## src/rtl/particle_colour_gradient_unit_macros.svh

```systemverilog
// Assertion helpers used by the RTL file that checks itself, pcg_queue.sv.
`ifndef PARTICLE_COLOUR_GRADIENT_UNIT_MACROS_SVH
`define PARTICLE_COLOUR_GRADIENT_UNIT_MACROS_SVH

// The condition holds at every clock edge out of reset.
`define PCG_ASSERT_ALWAYS(lbl, expr) \
  lbl: assert property (@(posedge clk) disable iff (rst) (expr)) \
    else $error("pcg assertion failed");

// The antecedent at one edge implies the consequent at the same edge.
`define PCG_ASSERT_IMPLIES(lbl, ante, cons) \
  lbl: assert property (@(posedge clk) disable iff (rst) (ante) |-> (cons)) \
    else $error("pcg assertion failed");

// The antecedent at one edge implies the consequent at the next edge.
`define PCG_ASSERT_NEXT(lbl, ante, cons) \
  lbl: assert property (@(posedge clk) disable iff (rst) (ante) |=> (cons)) \
    else $error("pcg assertion failed");

`endif

```

## src/rtl/pcg_pkg.sv

```systemverilog
package pcg_pkg;

  localparam int NumStages  = 6;
  localparam int NumSegs    = 5;
  localparam int AgeW       = 13;
  localparam int TimeW      = 16;
  localparam int QuoBits    = 9;
  localparam int QueueDepth = 4;
  localparam int QPtrW      = 2;

  localparam logic [AgeW-1:0] OneQ12  = 13'd4096;
  localparam logic [2:0]      SegNone = 3'd5;

  typedef logic [47:0] stage_t;
  typedef logic [NumStages-1:0][47:0] stage_set_t;

  // One classified particle passed from the front end to the blender.
  typedef struct packed {
    logic [AgeW-1:0] age;
    logic [2:0]      seg;
    logic [31:0]     colour;
    logic            last;
  } word_t;

  typedef struct packed {
    logic full;
    logic empty;
  } q_status_t;

  function automatic stage_t stage_of(stage_set_t s, logic [2:0] i);
    stage_t r;
    case (i)
      3'd0: r = s[0];
      3'd1: r = s[1];
      3'd2: r = s[2];
      3'd3: r = s[3];
      3'd4: r = s[4];
      default: r = s[NumStages-1];
    endcase
    return r;
  endfunction

endpackage

```

## src/rtl/pcg_queue.sv

```systemverilog
`include "particle_colour_gradient_unit_macros.svh"

module pcg_queue (
  input  logic               clk,
  input  logic               rst,
  input  logic               push,
  input  pcg_pkg::word_t     wdata,
  input  logic               pop,
  output pcg_pkg::word_t     rdata,
  output pcg_pkg::q_status_t qs
);

  pcg_pkg::word_t mem [pcg_pkg::QueueDepth];
  logic [pcg_pkg::QPtrW-1:0] wr_ptr;
  logic [pcg_pkg::QPtrW-1:0] rd_ptr;
  logic [pcg_pkg::QPtrW:0]   count;

  assign qs.full  = (count == (pcg_pkg::QPtrW+1)'(pcg_pkg::QueueDepth));
  assign qs.empty = (count == '0);
  assign rdata    = mem[rd_ptr];

  always_ff @(posedge clk) begin
    if (rst) begin
      wr_ptr <= '0;
      rd_ptr <= '0;
      count  <= '0;
    end else begin
      if (push) begin
        wr_ptr <= wr_ptr + 1'b1;
      end
      if (pop) begin
        rd_ptr <= rd_ptr + 1'b1;
      end
      if (push && !pop) begin
        count <= count + 1'b1;
      end else if (pop && !push) begin
        count <= count - 1'b1;
      end
    end
    if (push) begin
      mem[wr_ptr] <= wdata;
    end
  end

  `PCG_ASSERT_ALWAYS(a_count_bound, count <= (pcg_pkg::QPtrW+1)'(pcg_pkg::QueueDepth))
  `PCG_ASSERT_IMPLIES(a_no_push_full, qs.full, !push)
  `PCG_ASSERT_IMPLIES(a_no_pop_empty, qs.empty, !pop)
  `PCG_ASSERT_NEXT(a_count_up, push && !pop, count == $past(count) + 1'b1)

endmodule

```

## config.mk

```make
export PLATFORM = sky130hd
export DESIGN_NAME = pcg_queue
export DESIGN_NICKNAME = d
export VERILOG_FILES = /design/src/rtl/pcg_pkg.sv /design/src/rtl/pcg_queue.sv
export VERILOG_INCLUDE_DIRS = /design/src /design/src/rtl
export SDC_FILE = /design/constraint.sdc
export NUM_CORES = 1
export LEC_CHECK = 0
export ABC_AREA = 1
export BUFFER_PORTS_ARGS = -buffer_cell sky130_fd_sc_hd__buf_2
export CAP_MARGIN = 25
export CELL_PAD_IN_SITES_DETAIL_PLACEMENT = 2
export CELL_PAD_IN_SITES_GLOBAL_PLACEMENT = 2
export CORE_AREA = 2 2 137 139
export DETAILED_ROUTE_END_ITERATION = 8
export DIE_AREA = 0 0 139 141
export HOLD_SLACK_MARGIN = 0.02
export PLACE_DENSITY_LB_ADDON = 0.1
export RECOVER_POWER = 25
export SLEW_MARGIN = 20
export SYNTH_ARGS = -nofsm -noshare
export SYNTH_HDL_FRONTEND = slang
export SYNTH_SLANG_ARGS = --single-unit
```

## constraint.sdc

```tcl
create_clock -name clk -period 3 [get_ports clk]
set_input_delay 0 -clock clk [delete_from_list [all_inputs] [get_ports clk]]
set_output_delay 0 -clock clk [all_outputs]
set_load 0.05 [all_outputs]
```

==> results.cfg <==
[run]
drv_cap = 0

[timing]
tns_ns = 0
worst_pin_slew_ns = 0.729
rsz0062_at_grt = false
hold_viol_final = 0
clock-skew-final_ns = 0.0110
setup_viol = 0
finalCritPeriodShare_pct = 89.5
max_freq_ghz = 0.372
relSlewSlack_pct = 51.4
min_period_ns = 2.69
slew_viol_final = 0

[floorplan]
core-area_sq_um = 18300
die_area_sq_um = 19600
initial_utilization_pct = 42.2
io_pins = 104
die_h_um = 141
dieWidth_um = 139
rows = 50

[synthesis]
synth_area_sq_um = 7700
syn_avg_cell_area_sq_um = 14.5
ys_seq_elements = 205
yosys_warnings = 0
yosysSeqAreaShare_pct = 78.7
synth_top_area_share_pct = 76.4
syn_nets = 591
yosys.area.top_type = edfxtp_1
synth_top_cells_by_area = edfxtp_1 (76%), o21ai_0 (6.4%), nor2_1 (5.1%), o22ai_1 (4.0%), dfxtp_1 (2.3%)
synth.distinct_cells = 22
syn_inst = 532

[setup_path]
end_kind = primary output
r2r-start = wr_ptr[0]
reg2reg_slack_ns = 1.10
worst-endpoint-required_ns = 3.00
rr_worst_depth = 5
cp-start-kind = flip-flop
path_max_fanout = 55
crit_type = reg -> out
arrival_ns = 2.69
endpoint = rdata[9]
rr_endpoint = mem[0][37]

[drt]
antenna_left = 0
drc_errors = 0
vias = 5030
routedWlPerCell_um = 23.1
drtIter0Drc = 281
wl_um = 21700
first_pass_iters = 4
vias_per_cell = 5.35

[layout]
nNetsFinal = 749
fin_area_sq_um = 9640
n_antenna_cell = 0
fillers = 1739
multiInputGateArea_sq_um = 1370
area_growth_pct = 25.1
drive_gt1_share_pct = 17.1
seq_area_sq_um = 6070

[global_routing]
grt_max_degree = 99
grt_first_pass_wirelength_um = 33700
first_global_vias = 5771
grt_antenna_before_repair = 0
grt.total_usage_pct = 22.4
grt.overflow.total = 0

[clock_tree]
htree_num_levels = 1
cts_resized = 0
clock_latency_ns = 0.50
numCtsBuffers = 23
clockBufferDepth = 3
cts_tree = built
clock-sinks = 205
postCtsSetupBuffers = 0
cts-root-buf = clkbuf_16
path_clk_slew_ns = 0.05

[power_and_ir_drop]
p_per_area_nw_per_um2 = 719
ir_drop_mv = 0.500
leakage_nw = 3.39

[outcome]
status = completed

[hold_path]
hold_path.class = in -> reg

[place]
gp_congestion = 0.705
io_buffers = 103
place_area_sq_um = 8440
hpwl_um = 12300
==> area by class of cell <==
type,instances,share of cell area [%]
clock inverters,9,0.675
multi-input cells,279,14.3
flip-flops and latches,205,63.0
clock buffers,32,6.74
repair buffers,164,11.6
inverters,17,0.714
well taps,234,3.04
==> placed cells by master, fill, tap and decap left out, drive strengths merged <==
cell type and instances:
nor2 104, o21ai 103, xor2 1, clkinv 8
ha 5, nand2 9, o22ai 49, dlygate4sd3 52
inv 17, buf 81, dfxtp 9, nor3 2
bufinv 1, a21oi 3, nand3 1, fa 1
nand4 1, clkbuf 63, edfxtp 196
==> where the power goes <==
group          internal (W)  switching [W]  leakage (nW)  total [W]
registers           0.00327      0.0000595          1.88    0.00333
logic              0.000232       0.000717          1.16   0.000949
clock network       0.00159        0.00106         0.354    0.00265
total               0.00509        0.00184          3.39    0.00693
==> timing repair <==
action / 4_1_cts / 5_1_grt
hold buffers: 52 / 0
setup endpoints to repair: 0 / 0
endpoints found under the hold margin: 207 / 0
==> per-stage QoR <==
stage	hold WS (ns)	setup slack, ns	utilization, %	cells	total power, W
2_1_floorplan	0.0724	1.05	-	532	0.00399
3_3_place_gp	0.174	1.04	46.2	847	0.00424
3_5_place_dp	0.179	0.916	46.2	847	0.00429
4_1_cts	0.213	0.318	53.0	940	0.00700
5_1_grt	0.226	0.164	52.7	940	0.00716
6_report	0.221	0.314	52.7	940	0.00693
==> worst max-delay path: stages, from the launching register on <==
cell,delay (ns)
dfxtp_4,0.75
buf_4,0.55
o21ai_0,0.27
o22ai_1,0.28
buf_2,0.31
==> synth_stat cells <==
master and number:
nor3_1 2, edfxtp_1 196, nor2_1 104, o21ai_0 98
inv_1 15, xor2_1 1, clkbuf_2 4, inv_2 1
ha_1 5, nand2_1 9, buf_2 12, dfxtp_1 9
clkbuf_1 6, nand3_1 1, buf_6 7, o22ai_1 49
buf_4 2, a21oi_1 3, o21ai_1 5, fa_1 1
nand4_1 1, inv_6 1
==> worst min-delay path by stage <==
stage                     start       end  slack [ns]  depth (start not counted)
after CTS                   rst  count[0]        0.21                          3
after detailed placement    rst  count[0]        0.18                          2
after floorplan             rst  count[0]        0.07                          1
final                       rst  count[0]        0.22                          3
after global placement      rst  count[0]        0.17                          2
after global routing        rst  count[0]        0.23                          3
==> cell families after synthesis <==
family / count (synthesis) / synth area share, %
AO/OA/AOI/OAI: 155 / 10.9
XOR/XNOR: 1 / 0.114
adder cells (fa/ha/maj): 6 / 1.07
buffers and inverters: 48 / 3.44
flip-flops: 205 / 78.7
AND/OR/NAND/NOR: 117 / 5.78
==> registers in the layout, summed over array words and instances, names as in the netlist, named ones only <==
signal,count
rd_ptr,2
mem,196
count,3
wr_ptr,2
==> layer usage <==
metal | vias up | GRT usage (%) | wire, um
met5 | - | 0 | 0
li1 | 2301 | - | -
met2 | 99 | 42.7 | 11800
met3 | 29 | 3.36 | 675
met1 | 2601 | 27.1 | 8890
met4 | 0 | 4.31 | 321
Note: power is estimated with default switching activity, not from simulation.
