## src/rtl/particle_colour_gradient_unit_macros.svh

```systemverilog
// Assertion helpers used by the RTL file that checks itself, pcg_queue.sv.
`ifndef PARTICLE_COLOUR_GRADIENT_UNIT_MACROS_SVH
`define PARTICLE_COLOUR_GRADIENT_UNIT_MACROS_SVH

// The condition holds at every clock edge out of reset.
`define PCG_ASSERT_ALWAYS(lbl, expr) \
  lbl: assert property (@(posedge clk) disable iff (rst) (expr)) \
    else $error("pcg assertion failed");

// The antecedent at one edge implies the consequent at the same edge.
`define PCG_ASSERT_IMPLIES(lbl, ante, cons) \
  lbl: assert property (@(posedge clk) disable iff (rst) (ante) |-> (cons)) \
    else $error("pcg assertion failed");

// The antecedent at one edge implies the consequent at the next edge.
`define PCG_ASSERT_NEXT(lbl, ante, cons) \
  lbl: assert property (@(posedge clk) disable iff (rst) (ante) |=> (cons)) \
    else $error("pcg assertion failed");

`endif

```

## src/rtl/pcg_pkg.sv

```systemverilog
package pcg_pkg;

  localparam int NumStages  = 6;
  localparam int NumSegs    = 5;
  localparam int AgeW       = 13;
  localparam int TimeW      = 16;
  localparam int QuoBits    = 9;
  localparam int QueueDepth = 4;
  localparam int QPtrW      = 2;

  localparam logic [AgeW-1:0] OneQ12  = 13'd4096;
  localparam logic [2:0]      SegNone = 3'd5;

  typedef logic [47:0] stage_t;
  typedef logic [NumStages-1:0][47:0] stage_set_t;

  // One classified particle passed from the front end to the blender.
  typedef struct packed {
    logic [AgeW-1:0] age;
    logic [2:0]      seg;
    logic [31:0]     colour;
    logic            last;
  } word_t;

  typedef struct packed {
    logic full;
    logic empty;
  } q_status_t;

  function automatic stage_t stage_of(stage_set_t s, logic [2:0] i);
    stage_t r;
    case (i)
      3'd0: r = s[0];
      3'd1: r = s[1];
      3'd2: r = s[2];
      3'd3: r = s[3];
      3'd4: r = s[4];
      default: r = s[NumStages-1];
    endcase
    return r;
  endfunction

endpackage

```

## src/rtl/pcg_front.sv

```systemverilog
module pcg_front #(
  parameter int LIFE_WIDTH = 24
) (
  input  logic                   clk,
  input  logic                   rst,
  input  logic                   in_valid,
  output logic                   in_stall,
  input  logic [LIFE_WIDTH-1:0]  time_left,
  input  logic [LIFE_WIDTH-1:0]  life_total,
  input  logic [31:0]            colour,
  input  logic                   is_last,
  input  pcg_pkg::stage_set_t    stages,
  input  pcg_pkg::q_status_t     qs,
  output logic                   push,
  output pcg_pkg::word_t         word
);

  localparam int Last = pcg_pkg::AgeW + 1;

  logic [Last:0] vld;
  logic [LIFE_WIDTH:0]       rem [Last];
  logic [LIFE_WIDTH-1:0]     dvs [Last];
  logic [pcg_pkg::AgeW-1:0]  quo [Last];
  logic [Last-1:0]           zero;
  logic [Last-1:0]           neg;
  logic [31:0]               col [Last];
  logic [Last-1:0]           lst;
  logic                      en;

  assign en       = !(vld[Last] && qs.full);
  assign in_stall = !en;
  assign push     = vld[Last] && !qs.full;

  always_ff @(posedge clk) begin
    if (rst) begin
      vld[0] <= 1'b0;
    end else if (en) begin
      vld[0] <= in_valid;
    end
    if (en) begin
      rem[0]  <= {1'b0, time_left};
      dvs[0]  <= life_total;
      quo[0]  <= '0;
      zero[0] <= (life_total == '0);
      // The quotient no longer fits the age divider once the remaining life
      // reaches twice the total; the age is then well below zero.
      neg[0]  <= ({1'b0, time_left} >= {life_total, 1'b0});
      col[0]  <= colour;
      lst[0]  <= is_last;
    end
  end

  // One quotient bit per stage, most significant first.
  for (genvar k = 1; k < Last; k++) begin : g_div
    localparam int B = pcg_pkg::AgeW - k;
    logic [LIFE_WIDTH:0]      trial;
    logic                     ge;
    logic [pcg_pkg::AgeW-1:0] qbit;
    assign trial = (k == 1) ? rem[k-1] : (rem[k-1] << 1);
    assign ge    = trial >= {1'b0, dvs[k-1]};
    assign qbit  = {{(pcg_pkg::AgeW-1){1'b0}}, ge} << B;
    always_ff @(posedge clk) begin
      if (rst) begin
        vld[k] <= 1'b0;
      end else if (en) begin
        vld[k] <= vld[k-1];
      end
      if (en) begin
        rem[k]    <= ge ? (trial - {1'b0, dvs[k-1]}) : trial;
        dvs[k]    <= dvs[k-1];
        quo[k]    <= quo[k-1] | qbit;
        zero[k]   <= zero[k-1];
        neg[k]    <= neg[k-1];
        col[k]    <= col[k-1];
        lst[k]    <= lst[k-1];
      end
    end
  end

  logic [pcg_pkg::AgeW-1:0] age;
  logic                     hit;
  logic [2:0]               seg;

  // A quotient above one makes the age negative, so no stage is reached.
  always_comb begin
    age = zero[Last-1] ? pcg_pkg::OneQ12 : (pcg_pkg::OneQ12 - quo[Last-1]);
    hit = zero[Last-1] || (!neg[Last-1] && (quo[Last-1] <= pcg_pkg::OneQ12));
    seg = pcg_pkg::SegNone;
    for (int j = 0; j < pcg_pkg::NumSegs; j++) begin
      if (hit && ({3'b0, age} >= stages[j][47:32])) begin
        seg = 3'(j);
      end
    end
  end

  always_ff @(posedge clk) begin
    if (rst) begin
      vld[Last] <= 1'b0;
    end else if (en) begin
      vld[Last] <= vld[Last-1];
    end
    if (en) begin
      word.age    <= age;
      word.seg    <= seg;
      word.colour <= col[Last-1];
      word.last   <= lst[Last-1];
    end
  end

endmodule

```

## config.mk

```make
export PLATFORM = sky130hd
export DESIGN_NAME = pcg_front
export DESIGN_NICKNAME = d
export VERILOG_FILES = /design/src/rtl/particle_colour_gradient_unit_macros.svh /design/src/rtl/pcg_pkg.sv /design/src/rtl/pcg_front.sv
export SDC_FILE = /design/constraint.sdc
export NUM_CORES = 2
export LEC_CHECK = 0
export BUFFER_PORTS_ARGS = -buffer_cell sky130_fd_sc_hd__buf_4
export CAP_MARGIN = 20
export CORE_ASPECT_RATIO = 0.75
export CORE_UTILIZATION = 40
export DETAILED_ROUTE_END_ITERATION = 8
export PLACE_DENSITY = 0.68
export SYNTH_ARGS = -nofsm -noshare
export SYNTH_HDL_FRONTEND = slang
export SYNTH_SLANG_ARGS = --single-unit
```

## constraint.sdc

```tcl
create_clock -name clk -period 46.8 [get_ports clk]
set_input_delay 2.34 -clock clk [delete_from_list [all_inputs] [get_ports clk]]
set_output_delay 2.34 -clock clk [all_outputs]
set_load 0.01 [all_outputs]
```

==> Implementation_results.wiki <==
{| class="wikitable"
! Metric !! Value
|-
| Synthesis-stage register bit count || roughly 1300
|-
| Clock latency at the later pin of the worst-skew pair || about 800 ps
|-
| Max-cap viol count || 0
|-
| Crit Path Max Fanout || ~220
|-
| Maximum count of clock buffers along a single path || 3
|-
| Number of resized instances in the post-cts repair step || 0
|-
| Overflow after GRT || 0
|-
| Depth of the most critical reg-to-reg path || 5
|-
| Gr usage total || around 14%
|-
| Required arrival time at the worst endpoint || approximately 47000 ps
|-
| Syn-to-layout area delta || 13.9%
|-
| Mean routed wirelength per cell || 16.0 um
|-
| Number of CTS-inserted buffers || 131
|-
| Max stage delay on crit path || just over 800 ps
|-
| Setup slack of the most critical reg-to-reg path || 42340 ps
|-
| Routed Antenna Nets || 0
|-
| Initial standard-cell utilization of the core || slightly above 40%
|-
| DRT Wirelength || approximately 110000 um
|-
| Origin of the critical flop-to-flop path || vld[14]$_SDFFE_PP0N_
|-
| Synthesized net count || roughly 5200
|-
| Ratio of total power to cell area || approximately 61 nW/um^2
|-
| Number of fill cells || between 10000 and 15000
|-
| Endpoint of the most critical register-to-register path || col[10][21]$_DFFE_PN_
|-
| Number of hold-repair buffers added at the cts stage || 0
|-
| Max-slew violation count || 0
|-
| Setup Skew || ~35 ps
|-
| Leakage power of the design || 28.1 nW
|-
| Cell with the biggest individual delay on the critical path || sky130_fd_sc_hd__buf_12
|-
| Max_slew headroom || 21.8%
|-
| Destination of the worst hold path || col[10][24]$_DFFE_PN_
|-
| Share of the yosys chip area belonging to registers || 63.5%
|-
| Synth Cell Area || 59700 um^2
|-
| Number of failing setup endpoints in the final timing report || 0
|-
| Post-detailed-route DRC marker count || 0
|-
| Cell row count || approximately 120
|-
| Final cycle utilization of the critical path || roughly an eighth
|-
| Commonest non-fill, non-tap cell in the layout || sky130_fd_sc_hd__edfxtp_1
|-
| Worst hold slack || between 400 and 500 ps
|-
| Sinks on the clock net || around 1300
|-
| Floorplan die area || 151000 um^2
|-
| Port bufs || approximately 220
|-
| Die boundary width || ~450 um
|-
| Total power draw || approximately 0.0041 W
|-
| Clock transition at the registers of the reported paths || roughly 60 ps
|-
| Classification of the worst-slack hold path || reg -> reg
|-
| Critical path's most frequent cell || sky130_fd_sc_hd__buf_12
|-
| Worst IR Drop VDD || ~0.000029 V
|-
| Syn avg cell area || roughly 14 um^2
|-
| Launch point of the worst hold path || col[9][24]$_DFFE_PN_
|-
| Share of flip-flops with an asynchronous set or reset || 0%
|-
| Post-CTS setup buffer count || 0
|-
| Share of final-layout standard cells stronger than drive strength 1 || 13.0%
|-
| Highest clock frequency the design can meet || about 0.17 GHz
|-
| Pin count of the biggest net entering global routing || 224
|-
| Routability cong. || ~0.9
|-
| TritonCTS clock tree || yes
|-
| CP startpoint kind || primary input
|-
| Status || completed
|-
| Highest-count cells in the layout ignoring fill and taps || sky130_fd_sc_hd__edfxtp_1, sky130_fd_sc_hd__inv_1, sky130_fd_sc_hd__ha_1
|-
| Final hold vios || 0
|-
| Number of instances in the synthesized netlist || 4419
|-
| Data arrival, critical path || around 6200 ps
|-
| Cell count of the worst hold path || 0
|-
| Detailed-routing iteration count for the pre-antenna-repair pass || 6
|-
| Detailed-placement wirelength estimate || just under 80000 um
|-
| First-pass GRT wire length || 174000 um
|-
| Placeable core region || between 100000 and 150000 um^2
|-
| List of cells traversed by the critical path || buf_4 > nand2_4 > buf_4 > buf_12 > buf_12 > buf_12
|-
| Critical Path End Type || flop
|-
| Die Ht || 337 um
|-
| DR vias/cell || about 5
|-
| RSZ-0062 raised after global routing || false
|-
| Total I/O pin count || around 430
|-
| Yosys cell types || 89
|-
| Max H-tree Level || 4
|-
| Number of antenna violations at the first check in global routing || 1
|-
| Least-Margin Pin Slew || ~1200 ps
|-
| Number of DRC markers in iteration 0 || about 2500
|-
| Most frequently used flop master after synthesis || sky130_fd_sc_hd__edfxtp_1
|-
| Number of vias after detailed routing || between 30000 and 40000
|-
| Number of synthesized flops with an enable pin || ~1300
|-
| Synthesis warning total || 0
|-
| Number of nets at the end of the flow || between 5000 and 6000
|-
| CTS Root Cell || sky130_fd_sc_hd__clkbuf_16
|-
| Number of global-route vias before repair || 32900
|-
| Final worst path period need || 5830 ps
|-
| Category of the critical setup timing path || in -> reg
|-
| Setup total negative slack || 0 ps
|}
[critical path, delay by kind of cell]
family                 cells  cell delay [ps]
and+or+nand+nor            1              260
buffers and inverters      5             3030
[synth_stat cells, types with 49 or more instances]
cell,n,area share [%]
sky130_fd_sc_hd__a21o_1,168,2.1
sky130_fd_sc_hd__nand2_1,200,1.3
sky130_fd_sc_hd__inv_1,469,2.9
sky130_fd_sc_hd__ha_1,400,8.4
sky130_fd_sc_hd__nand3_1,57,0.48
sky130_fd_sc_hd__edfxtp_1,1254,63
sky130_fd_sc_hd__xor2_1,73,1.1
sky130_fd_sc_hd__mux2_2,152,2.9
sky130_fd_sc_hd__nor2_1,210,1.3
sky130_fd_sc_hd__a21oi_1,315,2.6
sky130_fd_sc_hd__o21ai_0,172,1.4
sky130_fd_sc_hd__xnor2_1,164,2.4
sky130_fd_sc_hd__nor2b_1,63,0.66
sky130_fd_sc_hd__nor3_1,49,0.41
[per-stage QoR]
| step | cell area (um^2) | setup slack [ps] | utilization (%) | instances |
|---|---|---|---|---|
| after global routing | 68000 | 40640 | 46.0 | 6806 |
| final | 68000 | 40970 | 46.0 | 6808 |
| after floorplan | 59700 | 8360 | - | 4419 |
| after detailed placement | 63800 | 40150 | 43.1 | 6573 |
| after global placement | 63800 | 40220 | 43.1 | 6573 |
| after CTS | 68000 | 40990 | 46.0 | 6806 |
[per-layer routing]
layer | vias to the layer above | share of wire, % | track usage, %
met2 | 685 | 44 | 22.2
met3 | 182 | 5.0 | 2.82
met1 | 16100 | 49 | 20.4
met5 | - | 0 | 0
met4 | 0 | 2.3 | 4.69
li1 | 17100 | - | -
[registers in the layout, indices dropped and copies added, names as in the netlist]
| signal | count |
|---|---|
| quo | 91 |
| col | 448 |
| rem | 312 |
| neg | 14 |
| vld | 15 |
| lst | 14 |
| word | 49 |
| zero | 14 |
| dvs | 312 |
[kinds of logic (layout without fill, tap and decap cells)]
kind of cell / Yosys count / in the layout / share of synthesized area (%)
xor gates and xnor gates: 237 / 237 / 3.48
other: 0 / 2 / 0
AOI/OAI and AO/OA: 966 / 966 / 10.4
DFF: 1269 / 1269 / 63.5
and+or+nand+nor: 811 / 811 / 6.73
buffers and inverters: 537 / 940 / 3.47
muxes: 187 / 187 / 3.61
adders and majority gates: 412 / 412 / 8.78
[layout make-up]
cell class / instances / area, um^2 / area share [%]
clock buffer: 168 / 3480 / 5.12
inverter: 469 / 1760 / 2.59
multi-input combinational: 2613 / 19800 / 29.0
antenna: 2 / 5.00 / 0.00736
sequential: 1269 / 38000 / 55.8
clock inverter: 65 / 743 / 1.09
tap: 1984 / 2480 / 3.65
timing repair buffer: 238 / 1840 / 2.70
[report_power, final]
| group | internal, W | leakage [nW] | total [W] | switching, W |
|---|---|---|---|---|
| sequential | 0.00155 | 13.4 | 0.00165 | 0.000110 |
| clock | 0.000587 | 2.04 | 0.00102 | 0.000431 |
| combinational | 0.000690 | 12.6 | 0.00146 | 0.000775 |
| total | 0.00282 | 28.1 | 0.00414 | 0.00131 |
[how the worst max path moves through the flow]
stage          cells after the start                     to  slack (ps)   from
6_report                           6  col[10][21]$_DFFE_PN_       40970  qs[1]
5_1_grt                            6   col[0][24]$_DFFE_PN_       40640  qs[1]
4_1_cts                            6  col[11][31]$_DFFE_PN_       40990  qs[1]
3_5_place_dp                       6  col[12][28]$_DFFE_PN_       40150  qs[1]
3_3_place_gp                       6     word[10]$_DFFE_PN_       40220  qs[1]
2_1_floorplan                      2    col[0][0]$_DFFE_PN_        8360  qs[1]
Power figures use the tool's default switching activity.
